### config.mk
export PLATFORM = sky130hd
export DESIGN_NAME = stomp_frame_deframer_unit_flat
export DESIGN_NICKNAME = d
export VERILOG_FILES = /design/src/hdl/sfd_pkg.sv /design/src/hdl/sfd_stream_if.sv /design/src/hdl/stomp_frame_deframer_unit.sv /design/src/hdl/sfd_cfg_regs.sv /design/src/hdl/sfd_parse_fsm.sv /design/src/flat_wrapper.sv
export SDC_FILE = /design/constraint.sdc
export NUM_CORES = 1
export LEC_CHECK = 0
export BUFFER_PORTS_ARGS = -buffer_cell sky130_fd_sc_hd__buf_4
export CORE_MARGIN = 5
export CORE_UTILIZATION = 55
export DETAILED_ROUTE_END_ITERATION = 10
export PLACE_DENSITY = 0.77
export SYNTH_ARGS = -nofsm -noshare
export SYNTH_HDL_FRONTEND = slang
export SYNTH_HIERARCHICAL = 1
export SYNTH_SLANG_ARGS = --single-unit
export TNS_END_PERCENT = 10
### constraint.sdc
create_clock -name clk -period 2.9 [get_ports clk]
set_input_delay 0.435 -clock clk [delete_from_list [all_inputs] [get_ports clk]]
set_output_delay 0.435 -clock clk [all_outputs]
set_load 0.01 [all_outputs]
### src/hdl/sfd_pkg.sv
`timescale 1ns / 1ps
// ----------------------------------------------------------------------------
// sfd_pkg: shared types and constants for the STOMP frame deframer
// Character codes, parser phases, field kinds, error codes and the result
// record that travels from the parser to the output register.
// ----------------------------------------------------------------------------
package sfd_pkg;

	localparam logic [7:0] CH_NL    = 8'h0A;
	localparam logic [7:0] CH_COLON = 8'h3A;
	localparam logic [7:0] CH_SPACE = 8'h20;
	localparam logic [7:0] CH_NUL   = 8'h00;

	localparam int unsigned CFG_NUM_REGS = 2;
	localparam int unsigned CFG_IDX_W    = $clog2(CFG_NUM_REGS);
	localparam int unsigned CFG_DATA_W   = 1;

	typedef enum logic [CFG_IDX_W-1:0] {
		CFG_EAT_NEWLINE_AFTER_END = 1'b0,
		CFG_STRIP_VALUE_SPACE     = 1'b1
	} cfg_idx_t;

	typedef enum logic [3:0] {
		PH_CMD           = 4'd0,
		PH_AFTER_END     = 4'd1,
		PH_HDR_AFTER_CMD = 4'd2,
		PH_HDR_START     = 4'd3,
		PH_KEY           = 4'd4,
		PH_VAL_FIRST     = 4'd5,
		PH_VAL           = 4'd6,
		PH_BODY          = 4'd7,
		PH_DISCARD       = 4'd8
	} phase_t;

	typedef enum logic [2:0] {
		K_NONE = 3'd0,
		K_CMD  = 3'd1,
		K_KEY  = 3'd2,
		K_VAL  = 3'd3,
		K_BODY = 3'd4
	} kind_t;

	typedef enum logic [1:0] {
		ERR_NONE        = 2'd0,
		ERR_NUL_AFT_CMD = 2'd1,
		ERR_NUL_HDR     = 2'd2,
		ERR_NO_COLON    = 2'd3
	} err_t;

	typedef struct packed {
		logic       eat_newline_after_end;
		logic       strip_value_space;
	} cfg_t;

	typedef struct packed {
		logic [7:0] out_byte;
		logic       data_valid;
		kind_t      field_kind;
		logic       field_end;
		logic       frame_end;
		err_t       error_code;
	} res_t;

endpackage

### src/hdl/sfd_stream_if.sv
`timescale 1ns / 1ps
// ----------------------------------------------------------------------------
// sfd_byte_if / sfd_result_if: valid-ready channels of the deframer
// The byte channel carries one raw stream byte per item; the result channel
// carries the labelled byte with its field and error marks.
// ----------------------------------------------------------------------------
interface sfd_byte_if;
	logic       valid;
	logic       ready;
	logic [7:0] in_byte;

	modport source (output valid, output in_byte, input ready);
	modport sink   (input valid, input in_byte, output ready);
endinterface

interface sfd_result_if;
	logic       valid;
	logic       ready;
	logic [7:0] out_byte;
	logic       data_valid;
	logic [2:0] field_kind;
	logic       field_end;
	logic       frame_end;
	logic [1:0] error_code;

	modport source (output valid, output out_byte, output data_valid, output field_kind,
		output field_end, output frame_end, output error_code, input ready);
	modport sink   (input valid, input out_byte, input data_valid, input field_kind,
		input field_end, input frame_end, input error_code, output ready);
endinterface

### src/hdl/stomp_frame_deframer_unit.sv
`timescale 1ns / 1ps
// A byte passes through the input register, then the result register, where its result is valid.
// Throughput: one byte per cycle while the result channel is not stalled; the parse phase advances once per byte.
// A stalled result holds in the result register while one more byte waits in the input register.
// Reset clears both pipeline valids, sets the phase to awaiting command start and
// sets both configuration flags to 1.
// ----------------------------------------------------------------------------
// stomp_frame_deframer_unit: STOMP receive stream deframer
// Labels each received byte as command, header key, header value or body,
// drops delimiters with field and frame end marks and flags malformed frames.
// ----------------------------------------------------------------------------
module stomp_frame_deframer_unit
	import sfd_pkg::*;
(
	input  logic                  clk,
	input  logic                  arst_n,
	input  logic                  cfg_we,
	input  logic [CFG_IDX_W-1:0]  cfg_index,
	input  logic [CFG_DATA_W-1:0] cfg_wdata,
	sfd_byte_if.sink              in_ch,
	sfd_result_if.source          out_ch
);

	cfg_t       cfg;
	res_t       res;
	res_t       res_s2;
	logic       valid_s1;
	logic       valid_s2;
	logic [7:0] byte_s1;
	logic       advance;
	logic       in_fire;

	assign advance  = valid_s1 && (!valid_s2 || out_ch.ready);
	assign in_ch.ready = !valid_s1 || advance;
	assign in_fire  = in_ch.valid && in_ch.ready;

	sfd_cfg_regs u_cfg (
		.clk       (clk),
		.arst_n    (arst_n),
		.cfg_we    (cfg_we),
		.cfg_index (cfg_index),
		.cfg_wdata (cfg_wdata),
		.cfg       (cfg)
	);

	sfd_parse_fsm u_fsm (
		.clk      (clk),
		.arst_n   (arst_n),
		.advance  (advance),
		.cur_byte (byte_s1),
		.cfg      (cfg),
		.res      (res)
	);

	always_ff @(posedge clk or negedge arst_n) begin
		if (!arst_n) begin
			valid_s1 <= 1'b0;
			valid_s2 <= 1'b0;
		end else begin
			if (in_fire) valid_s1 <= 1'b1;
			else if (advance) valid_s1 <= 1'b0;
			if (advance) valid_s2 <= 1'b1;
			else if (out_ch.ready) valid_s2 <= 1'b0;
		end
	end

	always_ff @(posedge clk) begin
		if (in_fire) byte_s1 <= in_ch.in_byte;
		if (advance) res_s2 <= res;
	end

	assign out_ch.valid      = valid_s2;
	assign out_ch.out_byte   = res_s2.out_byte;
	assign out_ch.data_valid = res_s2.data_valid;
	assign out_ch.field_kind = res_s2.field_kind;
	assign out_ch.field_end  = res_s2.field_end;
	assign out_ch.frame_end  = res_s2.frame_end;
	assign out_ch.error_code = res_s2.error_code;

endmodule

### src/hdl/sfd_cfg_regs.sv
`timescale 1ns / 1ps
// ----------------------------------------------------------------------------
// sfd_cfg_regs: configuration registers
// Decodes the write port into the newline-eating and space-stripping flags.
// ----------------------------------------------------------------------------
module sfd_cfg_regs
	import sfd_pkg::*;
(
	input  logic                  clk,
	input  logic                  arst_n,
	input  logic                  cfg_we,
	input  logic [CFG_IDX_W-1:0]  cfg_index,
	input  logic [CFG_DATA_W-1:0] cfg_wdata,
	output cfg_t                  cfg
);

	cfg_t cfg_q;

	always_ff @(posedge clk or negedge arst_n) begin
		if (!arst_n) begin
			cfg_q.eat_newline_after_end <= 1'b1;
			cfg_q.strip_value_space     <= 1'b1;
		end else if (cfg_we) begin
			unique case (cfg_idx_t'(cfg_index))
				CFG_EAT_NEWLINE_AFTER_END: cfg_q.eat_newline_after_end <= cfg_wdata[0];
				CFG_STRIP_VALUE_SPACE:     cfg_q.strip_value_space     <= cfg_wdata[0];
				default: ;
			endcase
		end
	end

	assign cfg = cfg_q;

endmodule

### src/hdl/sfd_parse_fsm.sv
`timescale 1ns / 1ps
// ----------------------------------------------------------------------------
// sfd_parse_fsm: frame parser state machine
// Holds the parse phase, labels the current byte and advances the phase
// when the byte moves on to the result register.
// ----------------------------------------------------------------------------
module sfd_parse_fsm
	import sfd_pkg::*;
(
	input  logic       clk,
	input  logic       arst_n,
	input  logic       advance,
	input  logic [7:0] cur_byte,
	input  cfg_t       cfg,
	output res_t       res
);

	phase_t phase_q;
	phase_t phase_nxt;
	logic   is_nl;
	logic   is_nul;
	logic   is_colon;
	logic   is_space;

	assign is_nl    = (cur_byte == CH_NL);
	assign is_nul   = (cur_byte == CH_NUL);
	assign is_colon = (cur_byte == CH_COLON);
	assign is_space = (cur_byte == CH_SPACE);

	always_ff @(posedge clk or negedge arst_n) begin
		if (!arst_n) begin
			phase_q <= PH_CMD;
		end else if (advance) begin
			phase_q <= phase_nxt;
		end
	end

	always_comb begin
		phase_nxt = phase_q;
		unique case (phase_q)
			PH_AFTER_END: begin
				if (is_nl && cfg.eat_newline_after_end) phase_nxt = PH_CMD;
				else if (is_nl) phase_nxt = PH_HDR_AFTER_CMD;
				else phase_nxt = PH_CMD;
			end
			PH_HDR_AFTER_CMD, PH_HDR_START: begin
				priority if (is_nl) phase_nxt = PH_BODY;
				else if (is_nul) phase_nxt = PH_AFTER_END;
				else if (is_colon) phase_nxt = PH_VAL_FIRST;
				else phase_nxt = PH_KEY;
			end
			PH_KEY: begin
				priority if (is_colon) phase_nxt = PH_VAL_FIRST;
				else if (is_nl) phase_nxt = PH_DISCARD;
				else phase_nxt = PH_KEY;
			end
			PH_VAL_FIRST, PH_VAL: begin
				if (is_nl) phase_nxt = PH_HDR_START;
				else phase_nxt = PH_VAL;
			end
			PH_BODY: begin
				if (is_nul) phase_nxt = PH_AFTER_END;
			end
			PH_DISCARD: begin
				if (is_nul) phase_nxt = PH_AFTER_END;
			end
			default: begin
				if (is_nl) phase_nxt = PH_HDR_AFTER_CMD;
				else phase_nxt = PH_CMD;
			end
		endcase
	end

	always_comb begin
		res = '{out_byte: 8'h00, data_valid: 1'b0, field_kind: K_NONE,
			field_end: 1'b0, frame_end: 1'b0, error_code: ERR_NONE};
		unique case (phase_q)
			PH_HDR_AFTER_CMD, PH_HDR_START: begin
				priority if (is_nl) begin
				end else if (is_nul) begin
					res.error_code = (phase_q == PH_HDR_AFTER_CMD) ? ERR_NUL_AFT_CMD
						: ERR_NUL_HDR;
				end else if (is_colon) begin
					res.field_kind = K_KEY;
					res.field_end  = 1'b1;
				end else begin
					res.out_byte   = cur_byte;
					res.data_valid = 1'b1;
					res.field_kind = K_KEY;
				end
			end
			PH_KEY: begin
				priority if (is_colon) begin
					res.field_kind = K_KEY;
					res.field_end  = 1'b1;
				end else if (is_nl) begin
					res.error_code = ERR_NO_COLON;
				end else begin
					res.out_byte   = cur_byte;
					res.data_valid = 1'b1;
					res.field_kind = K_KEY;
				end
			end
			PH_VAL_FIRST, PH_VAL: begin
				if (phase_q == PH_VAL_FIRST && is_space && cfg.strip_value_space) begin
				end else if (is_nl) begin
					res.field_kind = K_VAL;
					res.field_end  = 1'b1;
				end else begin
					res.out_byte   = cur_byte;
					res.data_valid = 1'b1;
					res.field_kind = K_VAL;
				end
			end
			PH_BODY: begin
				res.field_kind = K_BODY;
				if (is_nul) begin
					res.field_end = 1'b1;
					res.frame_end = 1'b1;
				end else begin
					res.out_byte   = cur_byte;
					res.data_valid = 1'b1;
				end
			end
			PH_DISCARD: ;
			default: begin
				if (phase_q == PH_AFTER_END && is_nl && cfg.eat_newline_after_end) begin
				end else if (is_nl) begin
					res.field_kind = K_CMD;
					res.field_end  = 1'b1;
				end else begin
					res.out_byte   = cur_byte;
					res.data_valid = 1'b1;
					res.field_kind = K_CMD;
				end
			end
		endcase
	end

endmodule
### src/flat_wrapper.sv
// flat-port wrapper written by rule: the top's interface ports become plain ports
module stomp_frame_deframer_unit_flat import sfd_pkg::*;
  (clk, arst_n, cfg_we, cfg_index, cfg_wdata, in_ch_valid, in_ch_in_byte, in_ch_ready, out_ch_valid, out_ch_out_byte, out_ch_data_valid, out_ch_field_kind, out_ch_field_end, out_ch_frame_end, out_ch_error_code, out_ch_ready);
  sfd_byte_if in_ch_i ();
  sfd_result_if out_ch_i ();
  input  logic clk;
  input  logic arst_n;
  input  logic cfg_we;
  input  logic [CFG_IDX_W-1:0] cfg_index;
  input  logic [CFG_DATA_W-1:0] cfg_wdata;
  input wire logic [$bits(in_ch_i.valid)-1:0] in_ch_valid;
  input wire logic [$bits(in_ch_i.in_byte)-1:0] in_ch_in_byte;
  output wire logic [$bits(in_ch_i.ready)-1:0] in_ch_ready;
  output wire logic [$bits(out_ch_i.valid)-1:0] out_ch_valid;
  output wire logic [$bits(out_ch_i.out_byte)-1:0] out_ch_out_byte;
  output wire logic [$bits(out_ch_i.data_valid)-1:0] out_ch_data_valid;
  output wire logic [$bits(out_ch_i.field_kind)-1:0] out_ch_field_kind;
  output wire logic [$bits(out_ch_i.field_end)-1:0] out_ch_field_end;
  output wire logic [$bits(out_ch_i.frame_end)-1:0] out_ch_frame_end;
  output wire logic [$bits(out_ch_i.error_code)-1:0] out_ch_error_code;
  input wire logic [$bits(out_ch_i.ready)-1:0] out_ch_ready;
  assign in_ch_i.valid = in_ch_valid;
  assign in_ch_i.in_byte = in_ch_in_byte;
  assign in_ch_ready = in_ch_i.ready;
  assign out_ch_valid = out_ch_i.valid;
  assign out_ch_out_byte = out_ch_i.out_byte;
  assign out_ch_data_valid = out_ch_i.data_valid;
  assign out_ch_field_kind = out_ch_i.field_kind;
  assign out_ch_field_end = out_ch_i.field_end;
  assign out_ch_frame_end = out_ch_i.frame_end;
  assign out_ch_error_code = out_ch_i.error_code;
  assign out_ch_i.ready = out_ch_ready;
  stomp_frame_deframer_unit u_core (.clk(clk), .arst_n(arst_n), .cfg_we(cfg_we), .cfg_index(cfg_index), .cfg_wdata(cfg_wdata), .in_ch(in_ch_i), .out_ch(out_ch_i));
endmodule
==> results.txt, run 1 <==
Layout Cells excl Fill -> 203
post-synth top area share -> 0.432
largest net degree at the start of global routing -> 22
VDD IR max -> 510 uV
Worst setup SP type -> register
Post-CTS Setup Inserts -> 0
sequential share of the synthesized area -> 0.553
RSZ-0062 raised after global routing -> false
critical path arrival -> 2.22 ns
Fill cells -> 253
fmax -> 466 MHz
layout cells sized above 1 -> 0.318
final antenna diode count -> 0
# port buffers -> 32
CTS tree -> built
Final HPWL DP -> 2540 um
Post-Synthesis Cells -> 135
WP data required -> 2.97 ns
#FFs+latches synth -> 32
initial antenna violation count -> 0
multi-input combinational cell area -> 702 um2
# clock sinks -> 32
I/O pin total -> 33
DIE AREA -> 4240 um2
Slew @ Worst Pin -> 0.668 ns
Synth warnings -> 6
Chip Height -> 65.1 um
post_cts resized -> 0
class of the worst hold path -> in -> reg
Starting Density -> 0.561
Final min period -> 2.14 ns
clock tree buffer depth -> 2
Max Cap Viol -> 0
first-pass GRT wire length -> 5760 um
Cell variety after synth -> 61
clk_lat worst skew -> 0.33 ns
CTS H-tree depth -> 2
fin. max-slew vios -> 0
syn_area_per_cell -> 12.4 um2
drt total wl -> 3410 um
Clock Skew -> 0.00389 ns
critical-path maximum fanout -> 14
Setup crit end kind -> register
Congestion Overflow GR -> 0
top cells by area, synth -> edfxtp_1 43%, dfrtp_1 9.0%, dfstp_2 3.1%
worst hold slack -> 0.275 ns
asr flop ratio synth -> 0.250
# rows -> 20
Setup-failing EPs final -> 0
relative slew slack -> 0.554
Tcrit/Tclk final -> 0.739
clock root buffer master -> clkbuf_4
All-Layer GR Usage -> 0.179
vias in the first global route -> 1256
Pre-antenna DRT Iters -> 4
Seq. cell area -> 923 um2
Crit Path Class -> reg -> reg
area delta synth->final -> 20.2%
GPL Wtd Cong -> 0.891
Die Wd -> 65.1 um
Mapped Area -> 1670 um2
TNS Setup -> 0 ns
PwrDens -> 803 nW/um2
DR vias -> 1279
Post-synth EDFFs -> 24
DR WL/cell -> 16.8 um
syn_nets -> 150
Num CTS Buffers -> 5
Post-layout nets -> 184
Placed Instances -> 194
status -> complete, no violations
hold buffer count at CTS -> 1
Reg clk slew, reported paths -> 0.09 ns
DR vias/cell -> 6.30
DRC viols -> 0
Iter 0 DRT Violations -> 74
Hold Vio Cnt, Final -> 0
Synth Flop Type -> edfxtp_1
cell type with the highest aggregate area in the netlist -> edfxtp_1
leakage power -> 0.779 nW
core box area -> 2980 um2
Antenna Nets Post-Route -> 0
[cells in the mapped netlist (all sizes together), types with 3 or more instances]
master	n
nand2b	6
nor2	7
o22ai	3
edfxtp	24
a21boi	8
nor2b	3
a21oi	6
mux2	4
buf	3
nand2	7
clkbuf	4
dfrtp	6
nand3	3
[area by class of cell]
cell class,instances,area share
Clock buffer,5,0.0187
Clock inverter,3,0.0187
Inverter,2,0.00374
Multi-Input combinational cell,94,0.350
Sequential cell,32,0.460
Tap cell,33,0.0206
Timing Repair Buffer,34,0.128
[sequential cells by signal (all words and copies together), names as in the netlist]
register / flops
u_core/out_ch.field_kind: 3
u_core/out_ch.data_valid: 1
u_core/out_ch.field_end: 1
u_core/valid_s1: 1
u_core/u_cfg/cfg: 2
u_core/out_ch.valid: 1
u_core/out_ch.error_code: 2
u_core/byte_s1: 8
u_core/u_fsm/phase_q: 4
u_core/out_ch.out_byte: 8
u_core/out_ch.frame_end: 1
[path summary, 6_finish.rpt]
check	startpoint	endpoint	slack [ns]	depth (start not counted)
min in group asynchronous	arst_n	u_core/out_ch.valid	0.44	2
min reg2reg	u_core/valid_s1	u_core/out_ch.valid	0.57	1
max in group asynchronous	arst_n	u_core/u_cfg/cfg[0]	2.25	2
min	in_ch_in_byte[1]	u_core/byte_s1[1]	0.28	1
max	u_core/u_fsm/phase_q[1]	u_core/out_ch.out_byte[7]	0.76	4
max reg2reg	u_core/u_fsm/phase_q[1]	u_core/out_ch.out_byte[7]	0.76	4
[per-layer routing]
layer  vias up  routed length, um  GRT usage
li1        601                  -          -
met1       603               1460      0.229
met2        65               1620      0.287
met3        10                258     0.0393
met4         0                 71     0.0881
met5         -                  0          0
[layout by cell type (no fill, tap or decap), types with 3 or more instances in the layout]
cell type  instances
a21boi_0           5
a21boi_1           3
a21oi_1            6
buf_4             33
clkbuf_4           5
dfrtp_1            6
edfxtp_1          24
nand2_1            6
nand2b_1           6
nand3_1            3
nor2_1             7
nor2b_1            3
[worst max-delay path, cell delays in order, from the launching register on]
cell	delay, ns
dfrtp_1	0.54
nor4b_2	0.69
nor2_1	0.16
a22oi_2	0.35
a21boi_0	0.15
[metrics by stage]
step | utilization | worst slack, ns | cell area, um2 | power [mW]
2_1_floorplan | - | 1.04 | 1670 | 1.10
3_3_place_gp | 0.645 | 0.871 | 1920 | 1.28
3_5_place_dp | 0.645 | 0.789 | 1920 | 1.29
4_1_cts | 0.674 | 0.785 | 2010 | 1.62
5_1_grt | 0.674 | 0.522 | 2010 | 1.72
6_report | 0.674 | 0.755 | 2010 | 1.61
[where the power goes]
part / internal, mW / switching, mW
clock network: 0.176 / 0.143
logic: 0.276 / 0.312
registers: 0.611 / 0.0925
[kinds of logic (layout without fill, tap and decap cells)]
family	after synthesis	after routing	synth area share
simple gates	48	48	0.195
compound gates	40	40	0.186
flops	32	32	0.553
buf+inv	9	44	0.0262
mux	4	4	0.0292
xor+xnor	2	2	0.0105
No activity file was read; power rests on OpenSTA's default activity.
==> inputs of run 2 (changes only) <==
- CORE_UTILIZATION: 55 -> 49
- PLACE_DENSITY: 0.77 -> 0.72
- clock period: 2.9 -> 1.9 ns (I/O delays scaled with it)
==> results.txt, run 2 (same netlist as run 1, synthesis figures left out) <==
clock root buffer master -> clkbuf_4
DRC viols -> 0
most common cell after layout, fill and taps aside -> buf_4
Starting Density -> 0.504
Iter 0 DRT Violations -> 87
VDD IR max -> 560 uV
drt total wl -> 3840 um
area delta synth->final -> 34.1%
vias in the first global route -> 1287
Max Cap Viol -> 0
fin. max-slew vios -> 0
critical-path maximum fanout -> 8
PwrDens -> 1120 nW/um2
DIE AREA -> 4670 um2
commonest cells after routing, fill and taps aside -> 59 x buf_4, 24 x edfxtp_1
Worst setup SP type -> register
Pre-antenna DRT Iters -> 4
initial antenna violation count -> 0
All-Layer GR Usage -> 0.179
CP max stage delay -> 0.57 ns
class of the worst hold path -> in -> reg
CP top delay family -> simple AND/OR/NAND/NOR gates
largest net degree at the start of global routing -> 14
# rows -> 21
Die Wd -> 68.4 um
Hold Vio Cnt, Final -> 0
TNS Setup -> 0 ns
first-pass GRT wire length -> 6070 um
Setup-failing EPs final -> 0
WP buf/inv -> 1
Antenna Nets Post-Route -> 0
Slowest cell on crit path -> or4_4
DR vias -> 1359
I/O pin total -> 33
clk_lat worst skew -> 0.32 ns
CTS tree -> built
# clock sinks -> 32
Final HPWL DP -> 2910 um
# port buffers -> 32
GPL Wtd Cong -> 0.858
Num CTS Buffers -> 5
CTS H-tree depth -> 2
clock tree buffer depth -> 2
critical path arrival -> 2.11 ns
leakage power -> 0.907 nW
Congestion Overflow GR -> 0
Slew @ Worst Pin -> 0.417 ns
status -> complete, no violations
Setup crit end kind -> register
fmax -> 535 MHz
layout cells sized above 1 -> 0.439
Area after DPL -> 2100 um2
post-route cell area -> 2240 um2
Chip Height -> 68.4 um
WP data required -> 2.14 ns
relative slew slack -> 0.722
worst-path cell chain -> buf_4 -> or4_4 -> nor3_1 -> a21oi_1 -> a41oi_2
DR WL/cell -> 15.9 um
core box area -> 3310 um2
DR vias/cell -> 5.62
Tcrit/Tclk final -> 0.984
Clock Skew -> 0.00619 ns
RSZ-0062 raised after global routing -> true
Crit Path Class -> reg -> reg
final antenna diode count -> 0
Reg clk slew, reported paths -> 0.09 ns
Fill cells -> 279
Final min period -> 1.87 ns
Post-layout nets -> 210
## run 2: cell count changes in the layout (fill, tap and decap cells not counted), moves of 2 or more
cell and delta:
buf_4 +26, clkbuf_1 +2, a21boi_0 -2, a21boi_1 +2
## run 2: routing by layer
metal | part of all wire | global-route usage | up-vias
met3 | 0.054 | 0.0558 | 10
met2 | 0.49 | 0.283 | 52
met4 | 0.020 | 0.0720 | 0
li1 | - | - | 652
met1 | 0.44 | 0.227 | 645
met5 | 0 | 0 | -
## run 2: report_power, final
| group | internal (mW) | switching, mW |
|---|---|---|
| sequential | 0.933 | 0.0993 |
| combinational | 0.574 | 0.552 |
| clock | 0.142 | 0.211 |
| total | 1.65 | 0.862 |
## run 2: final timing paths
| path | slack (ns) | startpoint | cells after the start | end |
|---|---|---|---|---|
| setup / recovery | 0.03 | u_core/byte_s1[6] | 5 | u_core/u_fsm/phase_q[0] |
| hold / removal | 0.13 | in_ch_in_byte[5] | 1 | u_core/byte_s1[5] |
| setup reg to reg | 0.03 | u_core/byte_s1[6] | 5 | u_core/u_fsm/phase_q[0] |
| hold reg to reg | 0.57 | u_core/valid_s1 | 1 | u_core/out_ch.valid |
| max in group asynchronous | 1.39 | arst_n | 2 | u_core/u_cfg/cfg[1] |
| min in group asynchronous | 0.31 | arst_n | 2 | u_core/out_ch.valid |
## run 2: worst register-to-register path, cell delays in order (launching register included)
cell      delay (ns)
edfxtp_1        0.41
buf_4           0.17
or4_4           0.57
nor3_1          0.32
a21oi_1         0.10
a41oi_2         0.22
## run 2: final cells by class
| class | count | area [um2] | share of cell area |
|---|---|---|---|
| sequential | 32 | 923 | 0.413 |
| multi-input combinational | 94 | 748 | 0.334 |
| timing repair buffer | 60 | 453 | 0.202 |
| tap | 46 | 57.6 | 0.0257 |
| clock buffer | 7 | 45.0 | 0.0201 |
| inverter | 2 | 7.51 | 0.00335 |
| clock inverter | 1 | 3.75 | 0.00168 |
## run 2: stage by stage
step / hold slack [ns] / std cells / utilization / setup slack, ns / power [mW]
final: 0.131 / 242 / 0.676 / 0.0297 / 2.51
after global routing: 0.0968 / 242 / 0.676 / -0.0350 / 2.67
after CTS: 0.119 / 238 / 0.655 / 0.00580 / 2.46
after detailed placement: 0.106 / 229 / 0.635 / -0.0776 / 2.10
after global placement: 0.106 / 229 / 0.635 / -0.0420 / 2.10
after floorplan: -0.0106 / 135 / - / 0.0357 / 1.69
## run 2: what timing repair did
item	4_1_cts	5_1_grt
resized for setup	3	8
pin swaps	1	3
hold buffers	1	0
setup buffers	0	4
endpoints found under the setup margin	5	11
endpoints found under the hold margin	8	0
